### config.mk
export PLATFORM = sky130hd
export DESIGN_NAME = text_command_line_parser
export DESIGN_NICKNAME = d
export VERILOG_FILES = /design/src/rtl/tcl_pkg.sv /design/src/rtl/tcl_parse_core.sv /design/src/rtl/tcl_out_stage.sv /design/src/rtl/text_command_line_parser.sv
export SDC_FILE = /design/constraint.sdc
export NUM_CORES = 1
export LEC_CHECK = 0
export ABC_CLOCK_PERIOD_IN_PS = 5700
export BUFFER_PORTS_ARGS = -buffer_cell sky130_fd_sc_hd__buf_4
export CORE_MARGIN = 2
export CORE_UTILIZATION = 45
export CTS_CLUSTER_DIAMETER = 60
export DETAILED_ROUTE_END_ITERATION = 12
export HOLD_SLACK_MARGIN = 0.03
export PLACE_DENSITY_LB_ADDON = 0.15
export SYNTH_ARGS = -nofsm -noshare
export SYNTH_HDL_FRONTEND = slang
export SYNTH_HIERARCHICAL = 1
export SYNTH_SLANG_ARGS = --single-unit
### constraint.sdc
create_clock -name clk -period 5.7 [get_ports clk]
set_clock_uncertainty 0.1 [all_clocks]
set_input_delay 0.855 -clock clk [delete_from_list [all_inputs] [get_ports clk]]
set_output_delay 0.855 -clock clk [all_outputs]
set_load 0.01 [all_outputs]
### src/rtl/tcl_pkg.sv
// ============================================================================
// tcl_pkg: shared types and constants of the text command line parser
// Command and drive mode codes, keyword table and the per-line result record.
// ============================================================================
`default_nettype none

package tcl_pkg;

    localparam int KW_COUNT = 6;

    // Command codes, as reported on command_code.
    localparam logic [2:0] CMD_NO_MATCH = 3'd0;
    localparam logic [2:0] CMD_STOP     = 3'd1;
    localparam logic [2:0] CMD_OFF      = 3'd2;
    localparam logic [2:0] CMD_CW       = 3'd3;
    localparam logic [2:0] CMD_CCW      = 3'd4;
    localparam logic [2:0] CMD_GETSPEED = 3'd5;
    localparam logic [2:0] CMD_SETSPEED = 3'd6;

    // Drive mode codes.
    localparam logic [1:0] MODE_OFF  = 2'd0;
    localparam logic [1:0] MODE_STOP = 2'd1;
    localparam logic [1:0] MODE_CW   = 2'd2;
    localparam logic [1:0] MODE_CCW  = 2'd3;

    // Byte values with a meaning to the parser.
    localparam logic [7:0] CHAR_NUL   = 8'd0;
    localparam logic [7:0] CHAR_TAB   = 8'd9;
    localparam logic [7:0] CHAR_NL    = 8'd10;
    localparam logic [7:0] CHAR_CR    = 8'd13;
    localparam logic [7:0] CHAR_SPACE = 8'd32;
    localparam logic [7:0] CHAR_PLUS  = 8'd43;
    localparam logic [7:0] CHAR_MINUS = 8'd45;
    localparam logic [7:0] CHAR_ZERO  = 8'd48;
    localparam logic [7:0] CHAR_NINE  = 8'd57;

    // Keyword text, right-justified in 64 bits, first character highest.
    localparam logic [63:0] KW_TEXT [KW_COUNT] = '{
        64'("stop"), 64'("off"), 64'("cw"), 64'("ccw"),
        64'("getspeed"), 64'("setspeed")
    };
    localparam logic [3:0] KW_LEN [KW_COUNT] = '{4'd4, 4'd3, 4'd2, 4'd3, 4'd8, 4'd8};

    typedef enum logic [1:0] {
        NUM_SKIP,
        NUM_SIGNED,
        NUM_DIGITS,
        NUM_DONE
    } num_phase_t;

    typedef struct packed {
        logic [2:0]  command_code;
        logic [1:0]  drive_mode;
        logic [15:0] speed_value;
        logic        speed_valid;
        logic        line_truncated;
    } line_result_t;

    // Character of keyword k at position pos; pos must be below its length.
    function automatic logic [7:0] kw_char(input int k, input logic [2:0] pos);
        logic [63:0] w;
        int          sh;
        w  = KW_TEXT[k];
        sh = 8 * (int'(KW_LEN[k]) - 1 - int'(pos));
        if (sh < 0)
            return 8'd0;
        return w[sh +: 8];
    endfunction

endpackage

`default_nettype wire

### src/rtl/tcl_parse_core.sv
// ============================================================================
// tcl_parse_core: per-byte line parser
// Holds the line state, matches the command word, accumulates the argument
// and keeps the drive mode. Builds the line result when a line ends.
// ============================================================================
`default_nettype none

module tcl_parse_core #(
    parameter int LINE_BUFFER_BYTES = 64
) (
    input  wire logic                  clk,
    input  wire logic                  rst_n,
    input  wire logic                  byte_fire,
    input  wire logic [7:0]            rx_byte,
    output      logic                  line_done,
    output      tcl_pkg::line_result_t line_res
);

    localparam int CNT_W = (LINE_BUFFER_BYTES > 2) ? $clog2(LINE_BUFFER_BYTES) : 1;
    localparam int CMP_W = (CNT_W > 4) ? CNT_W : 4;
    localparam logic [CNT_W-1:0] FULL_COUNT = CNT_W'(LINE_BUFFER_BYTES - 1);

    logic [CNT_W-1:0]        char_count_reg, char_count_next;
    logic                    in_argument_reg, in_argument_next;
    logic                    string_ended_reg, string_ended_next;
    logic [tcl_pkg::KW_COUNT-1:0] alive_reg, alive_next;
    tcl_pkg::num_phase_t     phase_reg, phase_next;
    logic                    negative_reg, negative_next;
    logic [15:0]             accum_reg, accum_next;
    logic [1:0]              mode_reg, mode_next;

    logic [CMP_W-1:0]        pos;
    logic [tcl_pkg::KW_COUNT-1:0] len_match;
    logic [tcl_pkg::KW_COUNT-1:0] char_match;
    logic [tcl_pkg::KW_COUNT-1:0] final_alive;
    logic [2:0]              code;
    logic                    is_digit;
    logic                    is_space;
    logic                    full;
    logic                    line_end;

    assign pos      = CMP_W'(char_count_reg);
    assign full     = (char_count_reg >= FULL_COUNT);
    assign line_end = (rx_byte == tcl_pkg::CHAR_NL) || full;
    assign is_digit = (rx_byte >= tcl_pkg::CHAR_ZERO) && (rx_byte <= tcl_pkg::CHAR_NINE);
    assign is_space = (rx_byte == tcl_pkg::CHAR_SPACE) ||
                      ((rx_byte >= tcl_pkg::CHAR_TAB) && (rx_byte <= tcl_pkg::CHAR_CR));

    always_comb
    begin
        for (int k = 0; k < tcl_pkg::KW_COUNT; k++)
        begin
            len_match[k]  = (pos == CMP_W'(tcl_pkg::KW_LEN[k]));
            char_match[k] = (pos < CMP_W'(tcl_pkg::KW_LEN[k])) &&
                            (tcl_pkg::kw_char(k, pos[2:0]) == rx_byte);
        end
    end

    // Command word closes at line end only if no space or zero closed it.
    always_comb
    begin
        final_alive = alive_reg;
        if (!string_ended_reg && !in_argument_reg)
            final_alive = alive_reg & len_match;
        code = tcl_pkg::CMD_NO_MATCH;
        for (int k = tcl_pkg::KW_COUNT - 1; k >= 0; k--)
        begin
            if (final_alive[k])
                code = 3'(k + 1);
        end
    end

    always_comb
    begin
        char_count_next   = char_count_reg;
        in_argument_next  = in_argument_reg;
        string_ended_next = string_ended_reg;
        alive_next        = alive_reg;
        phase_next        = phase_reg;
        negative_next     = negative_reg;
        accum_next        = accum_reg;
        mode_next         = mode_reg;
        line_done         = 1'b0;

        line_res.command_code   = code;
        line_res.drive_mode     = mode_reg;
        line_res.speed_value    = 16'd0;
        line_res.speed_valid    = (code == tcl_pkg::CMD_SETSPEED);
        line_res.line_truncated = (rx_byte != tcl_pkg::CHAR_NL);

        case (code)
            tcl_pkg::CMD_STOP:     mode_next = tcl_pkg::MODE_STOP;
            tcl_pkg::CMD_OFF:      mode_next = tcl_pkg::MODE_OFF;
            tcl_pkg::CMD_CW:       mode_next = tcl_pkg::MODE_CW;
            tcl_pkg::CMD_CCW:      mode_next = tcl_pkg::MODE_CCW;
            tcl_pkg::CMD_SETSPEED: line_res.speed_value = negative_reg ? (16'd0 - accum_reg)
                                                                      : accum_reg;
            default:               mode_next = mode_reg;
        endcase
        line_res.drive_mode = mode_next;

        if (!byte_fire)
        begin
            mode_next = mode_reg;
        end
        else if (line_end)
        begin
            line_done         = 1'b1;
            char_count_next   = '0;
            in_argument_next  = 1'b0;
            string_ended_next = 1'b0;
            alive_next        = '1;
            phase_next        = tcl_pkg::NUM_SKIP;
            negative_next     = 1'b0;
            accum_next        = 16'd0;
        end
        else
        begin
            mode_next       = mode_reg;
            char_count_next = char_count_reg + CNT_W'(1);
            if (!string_ended_reg)
            begin
                if (rx_byte == tcl_pkg::CHAR_NUL)
                begin
                    if (!in_argument_reg)
                        alive_next = alive_reg & len_match;
                    string_ended_next = 1'b1;
                end
                else if (!in_argument_reg)
                begin
                    if (rx_byte == tcl_pkg::CHAR_SPACE)
                    begin
                        alive_next       = alive_reg & len_match;
                        in_argument_next = 1'b1;
                    end
                    else
                    begin
                        alive_next = alive_reg & char_match;
                    end
                end
                else
                begin
                    // A byte that is neither whitespace nor a sign is taken
                    // as the first candidate digit in the same step.
                    case (phase_reg)
                        tcl_pkg::NUM_SKIP:
                        begin
                            if (is_space)
                                phase_next = tcl_pkg::NUM_SKIP;
                            else if ((rx_byte == tcl_pkg::CHAR_PLUS) ||
                                     (rx_byte == tcl_pkg::CHAR_MINUS))
                            begin
                                negative_next = (rx_byte == tcl_pkg::CHAR_MINUS);
                                phase_next    = tcl_pkg::NUM_SIGNED;
                            end
                            else if (is_digit)
                            begin
                                accum_next = (accum_reg << 3) + (accum_reg << 1) +
                                             16'(rx_byte - tcl_pkg::CHAR_ZERO);
                                phase_next = tcl_pkg::NUM_DIGITS;
                            end
                            else
                                phase_next = tcl_pkg::NUM_DONE;
                        end
                        tcl_pkg::NUM_SIGNED, tcl_pkg::NUM_DIGITS:
                        begin
                            if (is_digit)
                            begin
                                accum_next = (accum_reg << 3) + (accum_reg << 1) +
                                             16'(rx_byte - tcl_pkg::CHAR_ZERO);
                                phase_next = tcl_pkg::NUM_DIGITS;
                            end
                            else
                                phase_next = tcl_pkg::NUM_DONE;
                        end
                        default: phase_next = phase_reg;
                    endcase
                end
            end
        end
    end

    always_ff @(posedge clk or negedge rst_n)
    begin
        if (!rst_n)
        begin
            char_count_reg   <= '0;
            in_argument_reg  <= 1'b0;
            string_ended_reg <= 1'b0;
            alive_reg        <= '1;
            phase_reg        <= tcl_pkg::NUM_SKIP;
            negative_reg     <= 1'b0;
            accum_reg        <= 16'd0;
            mode_reg         <= tcl_pkg::MODE_OFF;
        end
        else
        begin
            char_count_reg   <= char_count_next;
            in_argument_reg  <= in_argument_next;
            string_ended_reg <= string_ended_next;
            alive_reg        <= alive_next;
            phase_reg        <= phase_next;
            negative_reg     <= negative_next;
            accum_reg        <= accum_next;
            mode_reg         <= mode_next;
        end
    end

endmodule

`default_nettype wire

### src/rtl/tcl_out_stage.sv
// ============================================================================
// tcl_out_stage: result register
// Holds one finished line result until the consumer takes it.
// ============================================================================
`default_nettype none

module tcl_out_stage (
    input  wire logic                  clk,
    input  wire logic                  rst_n,
    input  wire logic                  load,
    input  wire tcl_pkg::line_result_t load_res,
    output      logic                  accept_ok,
    output      logic                  out_valid,
    input  wire logic                  out_ready,
    output      tcl_pkg::line_result_t out_res
);

    logic                  valid_reg, valid_next;
    tcl_pkg::line_result_t res_reg;

    // A new byte may enter whenever the slot is empty or drains this cycle.
    assign accept_ok  = !valid_reg || out_ready;
    assign valid_next = load ? 1'b1 : (valid_reg && !out_ready);
    assign out_valid  = valid_reg;
    assign out_res    = res_reg;

    always_ff @(posedge clk or negedge rst_n)
    begin
        if (!rst_n)
            valid_reg <= 1'b0;
        else
            valid_reg <= valid_next;
    end

    always_ff @(posedge clk)
    begin
        if (load)
            res_reg <= load_res;
    end

endmodule

`default_nettype wire

### src/rtl/text_command_line_parser.sv
// ============================================================================
// text_command_line_parser: motor command line parser
// A line's result is registered and appears in the cycle after the byte that ends the line.
// Throughput: one byte per cycle while in_ready is high; the parser state updates in a single pass.
// in_ready drops only while a finished result waits in the output register.
// Reset clears the line state and sets the drive mode to off.
// ============================================================================
`default_nettype none

module text_command_line_parser #(
    parameter int LINE_BUFFER_BYTES = 64
) (
    input  wire logic        clk,
    input  wire logic        rst_n,
    input  wire logic        in_valid,
    output      logic        in_ready,
    input  wire logic [7:0]  rx_byte,
    output      logic        out_valid,
    input  wire logic        out_ready,
    output      logic [2:0]  command_code,
    output      logic [1:0]  drive_mode,
    output      logic [15:0] speed_value,
    output      logic        speed_valid,
    output      logic        line_truncated
);

    logic                  byte_fire;
    logic                  line_done;
    tcl_pkg::line_result_t line_res;
    tcl_pkg::line_result_t out_res;

    assign byte_fire = in_valid && in_ready;

    tcl_parse_core #(
        .LINE_BUFFER_BYTES(LINE_BUFFER_BYTES)
    ) u_core (
        .clk       (clk),
        .rst_n     (rst_n),
        .byte_fire (byte_fire),
        .rx_byte   (rx_byte),
        .line_done (line_done),
        .line_res  (line_res)
    );

    tcl_out_stage u_out (
        .clk       (clk),
        .rst_n     (rst_n),
        .load      (line_done),
        .load_res  (line_res),
        .accept_ok (in_ready),
        .out_valid (out_valid),
        .out_ready (out_ready),
        .out_res   (out_res)
    );

    assign command_code   = out_res.command_code;
    assign drive_mode     = out_res.drive_mode;
    assign speed_value    = out_res.speed_value;
    assign speed_valid    = out_res.speed_valid;
    assign line_truncated = out_res.line_truncated;

endmodule

`default_nettype wire

After elaboration in Yosys (flattened, before gate mapping)

Cells that the tools add are included.

Register bits: 59
Output and inout port bits: 25
Word-level logic and storage cells: 168

Reduce and logical (&&, ||, !) cells: 32
Bitwise logic cells: 2
Shift operators: 6
$lt $le $gt $ge: 13
$add $sub $neg: 9
Eq/ne operators: 28
Multiplexer cells: 64

Operators with widths:

| operator                                                                         | number |
|---|---|
| 64-bit by 32-bit indexed part select with 8-bit output, first input constant     | 6 |
| 32-bit by 1-bit < comparator with 1-bit output, second input constant            | 4 |
| 16-bit two-way mux                                                               | 8 |
| 8-bit two-way mux                                                                | 10 |
| 8-bit equality test                                                              | 6 |
| 6-bit two-way mux                                                                | 8 |
| 16-bit adder                                                                     | 2 |
| 16-bit one-hot mux with 2 select lines                                           | 1 |
| 8-bit by 6-bit equality test with 1-bit output, second input constant            | 3 |
| 1-bit two-way mux                                                                | 23 |
| 3-bit two-way mux                                                                | 6 |
| 1-bit by 16-bit subtractor with 16-bit output, first input constant              | 1 |
| 7-bit AND reduction                                                              | 2 |
| 6-bit bitwise AND                                                                | 2 |
| 6-bit by 2-bit equality test with 1-bit output, second input constant            | 2 |
| 6-bit by 2-bit < comparator with 1-bit output, second input constant             | 2 |
| 2-bit two-way mux                                                                | 6 |
| 1-bit logical AND                                                                | 11 |
| 8-bit by 6-bit subtractor with 9-bit output, second input constant               | 1 |
| 8-bit by 4-bit equality test with 1-bit output, second input constant            | 1 |
| 8-bit by 4-bit >= comparator with 1-bit output, second input constant            | 1 |
| 8-bit by 6-bit >= comparator with 1-bit output, second input constant            | 1 |
| 8-bit by 4-bit less-or-equal comparator with 1-bit output, second input constant | 1 |
| 8-bit by 6-bit less-or-equal comparator with 1-bit output, second input constant | 1 |
| 31 further kinds                                                                 | 45 |

Longest topological paths before layout

Gate-level depths: netlist (run 1).

Depth after elaboration: 12
Gate-level depth with buffers: 11
Gate-level depth less buffers: 10

Cells and area by module

The synthesis (run 1) kept the hierarchy.

Modules (own cells, without submodules):

| module                   | sequential area each (µm²) | cells each | area each (µm²) | instances |
|---|---|---|---|---|
| tcl_parse_core           | 883.3                      | 462        | 3,856.2         | 1 |
| tcl_out_stage            | 715.7                      | 26         | 738.2           | 1 |
| text_command_line_parser | 0.0                        | 1          | 6.3             | 1 |

Worst setup path before layout (run 1)

OpenSTA, ideal clock, no wires.

Kind: input to register
Start point: in rx_byte[4]
End point: reg u_core.accum_reg[15]
Cell stages on the path: 9
Slack: 1.496 ns
Arrival time: 4.039 ns
Data required time: 5.536 ns
Cell sequence: ha_1 > nor3_1 > fa_1 > ha_1 > a211oi_1 > a211oi_1 > or4_1 > a21oi_1 > mux2_2

Cells in the longest elaborated chain, start to end: 10
Elaborated cells between the ends (all ways): 31
Classes of those cells: 2 x add/sub; 4 x order compare; 8 x eq/ne; 8 x mux; 9 x reduce/logical

RTL lines:

| item                                                                      | line                                                               | text |
|---|---|---|
| start, declared                                                           | text_command_line_parser.sv:17                                     | `input wire logic [7:0] rx_byte,` |
| 8-bit by 6-bit subtractor with 9-bit output, or another cell as far along | tcl_parse_core.sv:159, tcl_parse_core.sv:170                       |  |
| 16-bit adder / 1-bit logical AND (equally long branches)                  | tcl_parse_core.sv:158, tcl_parse_core.sv:169, tcl_parse_core.sv:45 |  |
| 16-bit two-way mux                                                        | tcl_parse_core.sv:156, tcl_parse_core.sv:167                       |  |
| 16-bit two-way mux                                                        | tcl_parse_core.sv:150                                              | `else if ((rx_byte == tcl_pkg::CHAR_PLUS) \|\|` |
| 16-bit two-way mux                                                        | tcl_parse_core.sv:148                                              | `if (is_space)` |
| 16-bit one-hot mux with 2 select lines                                    | tcl_parse_core.sv:145                                              | `case (phase_reg)` |
| 16-bit two-way mux                                                        | tcl_parse_core.sv:129                                              | `else if (!in_argument_reg)` |
| 16-bit two-way mux                                                        | tcl_parse_core.sv:123                                              | `if (rx_byte == tcl_pkg::CHAR_NUL)` |
| 16-bit two-way mux                                                        | tcl_parse_core.sv:121                                              | `if (!string_ended_reg)` |
| 16-bit two-way mux                                                        | tcl_parse_core.sv:106                                              | `else if (line_end)` |
| end signal, assigned                                                      | tcl_parse_core.sv:204                                              | `accum_reg <= accum_next;` |
| end, declared                                                             | tcl_parse_core.sv:29                                               | `logic [15:0] accum_reg, accum_next;` |

Parallel ways exist; a longest one is shown, timed or not. The select of a mux whose other input is x is not followed.
A chain may end at the register's enable or synchronous reset.

Worst setup path in the final report (run 1)

Same ends and word-level chain as after synthesis.

==> results.yml, run 1 <==
run_status:
  status: "completed"
worst_setup_path:
  cp_max_fo: 8
  critPathKind: "input pin to flip-flop"
  arrival_ps: 4180
  cp-start-kind: "input pin"
  cp.required_ps: 5890
  end_kind: "flip-flop"
drt:
  dr_total_vias: 3692
  vias_per_cell: 5.61
  drtIter0Drc: 322
  drt-pass1-iter-count: 6
  drt_wl_total_um: 10700
  antenna_left: 0
  wl_per_cell_um: 16.3
  drc_errors: 0
clock_network:
  htreeDepth: 3
  postCtsSetupBuffers: 0
  clock_path_buffers: 2
  cts-root-buf: "clkbuf_8"
  cts.reportedPaths.clkPinSlew_ps: 70
  cts_resized: 0
  cts_sinks: 59
  cts_made_buffers: 9
  hold_buffers: 0
  clk_latency_ps: 350
  cts_tree: "done"
final_layout:
  area_growth_pct: 13.0
  diodes: 0
  largest_reg_flops: 23
  num-nets-final: 573
  utilization_pct: 52.7
  drive_above_1_share_pct: 16.0
grt:
  met1_usage_pct: 31.1
  grt_pass1_vias: 3465
  busiest_layer: "met1"
  grt_max_degree: 37
  grt_pass1_wl_um: 17900
  antenna_found_initial: 0
  use_met2_pct: 28.3
  use_met3_pct: 5.43
  gr-total-overflow: 0
  grt_use_total_pct: 20.5
sta:
  slew_violations: 0
  slew_headroom_pct: 43.9
  period_share_pct: 70.0
  timing.setup.tns_ps: 0
  max_freq_ghz: 0.251
  tightest_slew_ps: 840
  setup_viol: 0
  hold_viol_final: 0
  finalCriticalPeriod_ps: 3990
  rsz0062_at_grt: "no"
synth:
  yosysWarnings: 6
  synth-seq-area-share_pct: 34.8
  postSynth.asyncResetShare_pct: 61.0
  ys_seq_elements: 59
  syn_avg_cell_area_um2: 9.41
  synth_ff_type: "dfrtp_1"
  syn_inst: 489
  syn_nets: 542
  synth_cell_type_count: 66
  syn_area_um2: 4600
  synth_edf_count: 23
placement:
  io_buffers: 36
  hpwl_um: 8070
  gp_congestion: 0.955
die:
  die_w_um: 105
  num_rows: 36
  start_util_pct: 46.6
  coreArea_um2: 9860
  pin_count: 37
  dieHeight_um: 105
  design.die.area_um2: 11000
power:
  power.leakage_nw: 2.21
  powerDensity_nw_per_um2: 340
  peakVddDrop_v: 0.000124
hold_path:
  min_path_type: "input pin to asynchronous set/reset pin"
job:
  drv_cap: 0
## metal layers
layer	up-vias	share of wire (%)
met2	137	41
li1	1816	-
met5	-	0
met4	0	1.2
met1	1727	50
met3	12	7.9
## per-stage QoR
stage          area (µm²)  worst slack (ps)  total power, mW  hold slack [ps]  cells
6_report             5200              1710             1.77              356    658
5_1_grt              5200              1510             1.89              395    658
4_1_cts              5200              1750             1.76              374    658
3_3_place_gp         4970              1490             1.30              376    642
2_1_floorplan        4600              1500             1.14              347    489
3_5_place_dp         4970              1400             1.31              376    642
## placed cells by master (no fill, tap or decap), types with 12 or more instances in the layout
| cell type | Yosys | routed |
|---|---|---|
| o21ai_0 | 22 | 22 |
| nand3_1 | 12 | 12 |
| ha_1 | 28 | 28 |
| xnor2_1 | 18 | 18 |
| dfrtp_1 | 30 | 30 |
| nand2_1 | 41 | 41 |
| nor3_1 | 16 | 16 |
| inv_1 | 27 | 27 |
| mux2_2 | 13 | 13 |
| fa_1 | 13 | 13 |
| xor2_1 | 15 | 15 |
| a21oi_1 | 25 | 25 |
| edfxtp_1 | 23 | 23 |
| buf_4 | 1 | 39 |
| nor2_1 | 51 | 51 |
## critical path, stage by stage
cell	delay (ps)
buf_4	150
inv_1	180
ha_1	280
fa_1	440
ha_1	370
and3_1	190
a221oi_1	610
a211oi_1	200
or4_1	520
a21oi_1	190
mux2_2	180
## path summary, 6_finish.rpt
check                                    startpoint                    to  slack (ps)  cells after the start
setup / recovery                         rx_byte[4]  u_core/accum_reg[15]        1710                     11
hold / removal                                rst_n   u_core/accum_reg[6]         360                      1
setup reg to reg           u_core/char_count_reg[2]     u_out/out_res[10]        1950                      6
hold reg to reg                  u_core/mode_reg[1]    u_core/mode_reg[1]         390                      2
max in group asynchronous                     rst_n   u_core/alive_reg[2]        4770                      1
min in group clk                 u_core/mode_reg[1]    u_core/mode_reg[1]         390                      2
## cell type report
type / instances / area, µm²
clock buffer: 12 / 155
clock inverter: 4 / 72.6
fill: 913 / 4660
inverter: 28 / 105
multi-input combinational: 383 / 2810
sequential: 59 / 1600
tap: 133 / 166
timing repair buffer: 39 / 293
## logic make-up (layout without fill, tap and decap cells)
logic type | after synthesis | in the layout | synth area share (%)
buf+inv | 47 | 83 | 4.19
compound gates | 121 | 121 | 18.1
fa+ha+maj | 41 | 41 | 13.3
xor+xnor | 33 | 33 | 6.28
simple gates | 164 | 164 | 17.8
mux | 24 | 24 | 5.58
flops | 59 | 59 | 34.8
## synthesized netlist by cell type (8+ instances only)
cell | instances | area, µm²
o21a_1 | 8 | 60.1
a31oi_1 | 10 | 62.6
a21oi_1 | 25 | 125
nand2_1 | 41 | 154
clkbuf_1 | 11 | 41.3
o21ai_0 | 22 | 110
xor2_1 | 15 | 131
nor2_1 | 51 | 191
ha_1 | 28 | 350
edfxtp_1 | 23 | 691
a21o_1 | 10 | 75.1
inv_1 | 27 | 101
nand3_1 | 12 | 60.1
dfrtp_1 | 30 | 751
mux2_2 | 13 | 146
xnor2_1 | 18 | 158
fa_1 | 13 | 260
nor3_1 | 16 | 80.1
mux2i_1 | 11 | 110
## power breakdown
part	total, mW	switching [mW]	internal [mW]
Sequential	0.607	0.118	0.489
Combinational	0.719	0.408	0.311
Clock	0.440	0.171	0.269
Note: power is estimated with default switching activity, not from simulation.
==> run 2: changes to the inputs <==
ABC_AREA = 1   (was not set)
ABC_CLOCK_PERIOD_IN_PS = 4000   (was 5700)
clock period = 4 ns   (was 5.7 ns; I/O delays follow)
==> results.yml, run 2 <==
run_status:
  status: "completed"
synth:
  synth_cell_type_count: 42
  ys_top_cells_by_count: "nand2_1, nor2_1, inv_1, nand3_1, dfrtp_1"
  syn_nets: 678
  syn_inst: 625
  syn_avg_cell_area_um2: 7.59
  ys_top_cells_by_area: "dfrtp_1, edfxtp_1, nand2_1"
  ys_seq_elements: 59
  synth-seq-area-share_pct: 33.7
  synth_edf_count: 23
  syn_area_um2: 4740
  synth_top_cell_area_share_pct: 15.8
  synth_most_common_cell: "nand2_1"
  yosysWarnings: 6
  postSynth.asyncResetShare_pct: 61.0
  synth_ff_type: "dfrtp_1"
  yosys.area.top_type: "dfrtp_1"
sta:
  period_share_pct: 73.1
  hold_viol_final: 0
  max_freq_ghz: 0.342
  setup_viol: 0
  slew_violations: 0
  rsz0062_at_grt: "no"
  timing.setup.tns_ps: 0
  slew_headroom_pct: 66.0
  finalCriticalPeriod_ps: 2920
  worst_slack_ps: 1080
  tightest_slew_ps: 510
final_layout:
  drive_above_1_share_pct: 13.8
  diodes: 0
  largest_reg_flops: 23
  num-nets-final: 713
  instances_no_fill: 801
  final_cell_mix: "nand2_1, nor2_1, inv_1"
  area_growth_pct: 12.0
  final_common_cell: "nand2_1"
worst_setup_path:
  critPathKind: "input pin to flip-flop"
  cp_max_fo: 9
  path_cells: "buf_4 > inv_1 > ha_1 > fa_1 > ha_1 > nand2_1 > o21ai_0 > nand2_1 > o21ai_0 > nor2_1 > nand3b_1 > o21ai_1"
  end_kind: "flip-flop"
  cp.required_ps: 4180
  path_buf_inv: 2
  path_delay_family: "adder cells"
  arrival_ps: 3100
  slowest_delay_ps: 440
  critPathSlowestCell: "fa_1"
  cp-start-kind: "input pin"
die:
  design.die.area_um2: 11400
  dieHeight_um: 107
  num_rows: 37
  pin_count: 37
  die_w_um: 107
  start_util_pct: 46.1
  coreArea_um2: 10300
clock_network:
  cts_sinks: 59
  hold_buffers: 0
  cts_tree: "done"
  cts_made_buffers: 9
  htreeDepth: 3
  postCtsSetupBuffers: 0
  clk_latency_ps: 350
  clock_path_buffers: 2
  cts-root-buf: "clkbuf_8"
  cts.reportedPaths.clkPinSlew_ps: 80
  cts_resized: 0
drt:
  drt-pass1-iter-count: 4
  antenna_left: 0
  vias_per_cell: 5.17
  drt_wl_total_um: 11200
  dr_total_vias: 4145
  drtIter0Drc: 259
  wl_per_cell_um: 13.9
  drc_errors: 0
placement:
  gp_congestion: 0.895
  place_inst: 785
  io_buffers: 36
  place_ws_ps: 772
  hpwl_um: 8590
grt:
  grt_max_degree: 37
  grt_use_total_pct: 21.3
  antenna_found_initial: 0
  gr-total-overflow: 0
  grt_pass1_vias: 3871
  grt_pass1_wl_um: 19000
power:
  power.leakage_nw: 2.59
  powerDensity_nw_per_um2: 623
  peakVddDrop_v: 0.000379
  total_power_mw: 3.31
job:
  drv_cap: 0
hold_path:
  min_path_type: "input pin to asynchronous set/reset pin"
[run 2: per-stage QoR]
stage               util [%]  hold WS [ps]  area [µm²]
finish                  51.7           119        5310
global route            51.7           141        5310
CTS                     51.7           128        5310
detailed placement      49.6           355        5090
global placement        49.6           349        5090
floorplan                  -           204        4740
[run 2: worst reg2reg max path: stages, from the launching register on]
cell and delay [ps]:
dfrtp_1 520, ha_1 390, nand2_1 110, nor2_1 170
nand2_1 100, nand2_2 240, nand2_2 190, inv_1 320
buf_4 370
[run 2: area by class of cell]
type                            count  area [µm²]
Clock inverter                      7        91.3
Timing Repair Buffer               38         285
Inverter                           73         277
Sequential cell                    59        1600
Fill cell                        1021        4970
Clock buffer                        9         124
Tap cell                          136         170
Multi-Input combinational cell    479        2760
[run 2: worst paths after layout]
check / startpoint / to / slack (ps) / depth (start not counted)
min in group clk: u_core/alive_reg[0] / u_core/alive_reg[0] / 360 / 2
worst max register to register: u_core/char_count_reg[1] / u_out/out_res[21] / 1170 / 8
worst min-delay path: rst_n / u_core/accum_reg[14] / 120 / 1
worst min register to register: u_core/alive_reg[0] / u_core/alive_reg[0] / 360 / 2
worst max-delay path: rx_byte[4] / u_core/accum_reg[8] / 1080 / 12
max in group asynchronous: rst_n / u_core/alive_reg[2] / 3300 / 1
[run 2: metal layers]
| metal | GRT usage, % | share of wire, % | vias up |
|---|---|---|---|
| li1 | - | - | 2094 |
| met1 | 32.6 | 53 | 1946 |
| met2 | 31.4 | 41 | 92 |
| met3 | 2.74 | 4.3 | 13 |
| met4 | 6.59 | 1.4 | 0 |
| met5 | 0 | 0 | - |
[run 2: kinds of logic (layout without fill, tap and decap cells)]
kind of cell             count (synthesis)  after routing  share of synthesized area [%]
AO/OA/AOI/OAI                           77             77                           9.10
XOR/XNOR                                31             31                           5.73
buffers and inverters                   87            127                           8.02
flip-flops                              59             59                           33.7
adder cells (fa/ha/maj)                 41             41                           12.9
AND/OR/NAND/NOR                        330            330                           30.6
[run 2: power by group]
group | internal, mW | switching (mW) | leakage (nW)
Clock | 0.349 | 0.262 | 0.109
Sequential | 0.757 | 0.210 | 0.661
Combinational | 0.668 | 1.06 | 1.82
Total | 1.78 | 1.53 | 2.59
==> run 3: changes to the inputs <==
ABC_CLOCK_PERIOD_IN_PS = 2500   (was 4000)
clock period = 2.5 ns   (was 4 ns; I/O delays follow)
==> results.yml, run 3 (synthesis gave the netlist of run 2 again) <==
final_layout:
  final_cell_mix: "nand2_1, buf_4, nor2_1"
  largest_reg_flops: 23
  final_common_cell: "nand2_1"
  drive_above_1_share_pct: 23.2
  num-nets-final: 764
  area_growth_pct: 23.7
  design_area_um2: 5870
  diodes: 0
die:
  pin_count: 37
  start_util_pct: 46.1
  die_w_um: 107
  coreArea_um2: 10300
  dieHeight_um: 107
  design.die.area_um2: 11400
  num_rows: 37
drt:
  wl_met1_um: 5950
  drt-pass1-iter-count: 5
  drc_errors: 0
  antenna_left: 0
  drt_wl_total_um: 11200
  vias_per_cell: 4.94
  top_layer: "met4"
  drtIter0Drc: 255
  dr_total_vias: 4211
  wl_met3_um: 456
  wl_per_cell_um: 13.1
  wl_met2_um: 4710
worst_setup_path:
  arrival_ps: 2610
  cp_max_fo: 4
  end_kind: "flip-flop"
  cp-start-kind: "input pin"
  cp.required_ps: 2670
  crit_top_cell: "buf_4"
  critPathSlowestCell: "fa_1"
  rr_worst_depth: 9
  critPathKind: "input pin to flip-flop"
  slowest_delay_ps: 490
  path_cells: "buf_4 > buf_4 > inv_4 > ha_4 > fa_1 > ha_4 > nand2_1 > o21ai_4 > buf_4 > nand4_1 > nand4_1 > nand3_1 > o21ai_1"
grt:
  antenna_found_initial: 0
  grt_use_total_pct: 21.5
  grt_pass1_wl_um: 19500
  gr-total-overflow: 0
  grt_pass1_vias: 4095
  grt_max_degree: 37
clock_network:
  cts_made_buffers: 9
  cts-root-buf: "clkbuf_8"
  cts.reportedPaths.clkPinSlew_ps: 60
  cts_tree: "done"
  htreeDepth: 3
  clk_latency_ps: 340
  clock_path_buffers: 2
  cts_sinks: 59
power:
  total_power_mw: 6.00
  power_frac_seq_pct: 24.5
  p_sw_share_pct: 43.8
  powerDensity_nw_per_um2: 1020
  power.share.clock_pct: 14.1
  pwr-share-comb_pct: 61.4
  p_int_mw: 3.37
  power.leakage_nw: 2.84
  peakVddDrop_v: 0.000598
  p_switching_mw: 2.63
sta:
  setup_viol: 0
  finalHoldWorstSlack_ps: 189
  slew_headroom_pct: 68.1
  timing.setup.tns_ps: 0
  max_freq_ghz: 0.410
  tightest_slew_ps: 478
  period_share_pct: 97.6
  hold_viol_final: 0
  finalCriticalPeriod_ps: 2440
  slew_violations: 0
  rsz0062_at_grt: "yes"
placement:
  gp_congestion: 0.906
  io_buffers: 36
  hpwl_um: 8900
  placed_area_um2: 5580
hold_path:
  min_path_type: "input pin to flip-flop"
  whs_path_depth: 4
job:
  drv_cap: 0
run_status:
  status: "completed"
run 3: cell count changes in the layout (fill, tap and decap cells not counted), sizes merged:
| cell | before | now |
|---|---|---|
| buf | 38 | 88 |
| clkinv | 3 | 2 |
| clkbuf | 9 | 13 |
| bufinv | 2 | 1 |
| dlygate4sd3 | 0 | 1 |
| clkinvlp | 1 | 0 |
| inv | 74 | 73 |
run 3: area by class of cell:
cell class                      count  area [µm²]
Multi-Input combinational cell    479        2930
Clock inverter                      3        40.0
Clock buffer                       13         149
Sequential cell                    59        1600
Fill cell                         993        4410
Timing Repair Buffer               89         696
Inverter                           73         279
Tap cell                          136         170
run 3: final timing paths:
| check | slack (ps) | endpoint | start |
|---|---|---|---|
| worst max-delay path | 60 | u_core/accum_reg[14] | rx_byte[4] |
| worst min-delay path | 190 | u_out/out_valid | out_ready |
| worst max register to register | 80 | u_core/accum_reg[14] | u_core/accum_reg[2] |
| worst min register to register | 370 | u_core/alive_reg[0] | u_core/alive_reg[0] |
| max in group asynchronous | 1500 | u_core/accum_reg[2] | rst_n |
| min in group asynchronous | 430 | u_core/char_count_reg[1] | rst_n |
run 3: stage by stage:
step	setup WS [ps]	utilization [%]	instances
3_3_place_gp	-248	54.3	832
3_5_place_dp	-283	54.3	832
6_report	59.4	57.1	852
4_1_cts	47.5	56.4	850
2_1_floorplan	-7.70	-	625
5_1_grt	-31.3	57.1	852
run 3: metal layers:
| layer | global-route usage, % | up-vias |
|---|---|---|
| met2 | 30.4 | 87 |
| met3 | 3.95 | 4 |
| met4 | 5.66 | 0 |
| li1 | - | 2197 |
| met1 | 33.5 | 1923 |
| met5 | 0 | - |
run 3: worst max-delay path: cells and delay by family:
kind	cells	cell delay [ps]
AO/OA/AOI/OAI	2	330
adder cells (fa/ha/maj)	3	1000
buffers and inverters	4	470
AND/OR/NAND/NOR	4	440
run 3: power groups by stage:
| stage | registers (mW) | clock network (mW) | logic (mW) |
|---|---|---|---|
| 2_1_floorplan | 1.44 | 0 | 2.42 |
| 3_3_place_gp | 1.47 | 0 | 3.38 |
| 3_5_place_dp | 1.48 | 0 | 3.45 |
| 4_1_cts | 1.47 | 0.870 | 3.50 |
| 5_1_grt | 1.51 | 0.911 | 4.21 |
| 6_report | 1.47 | 0.846 | 3.68 |
run 3: timing repair:
action,in CTS,in global routing
resized for setup,3,14
buffers inserted,1,2
hold buffers,1,0
hold endpoints to repair,30,0
setup endpoints to repair,1,17
pin swaps,1,6
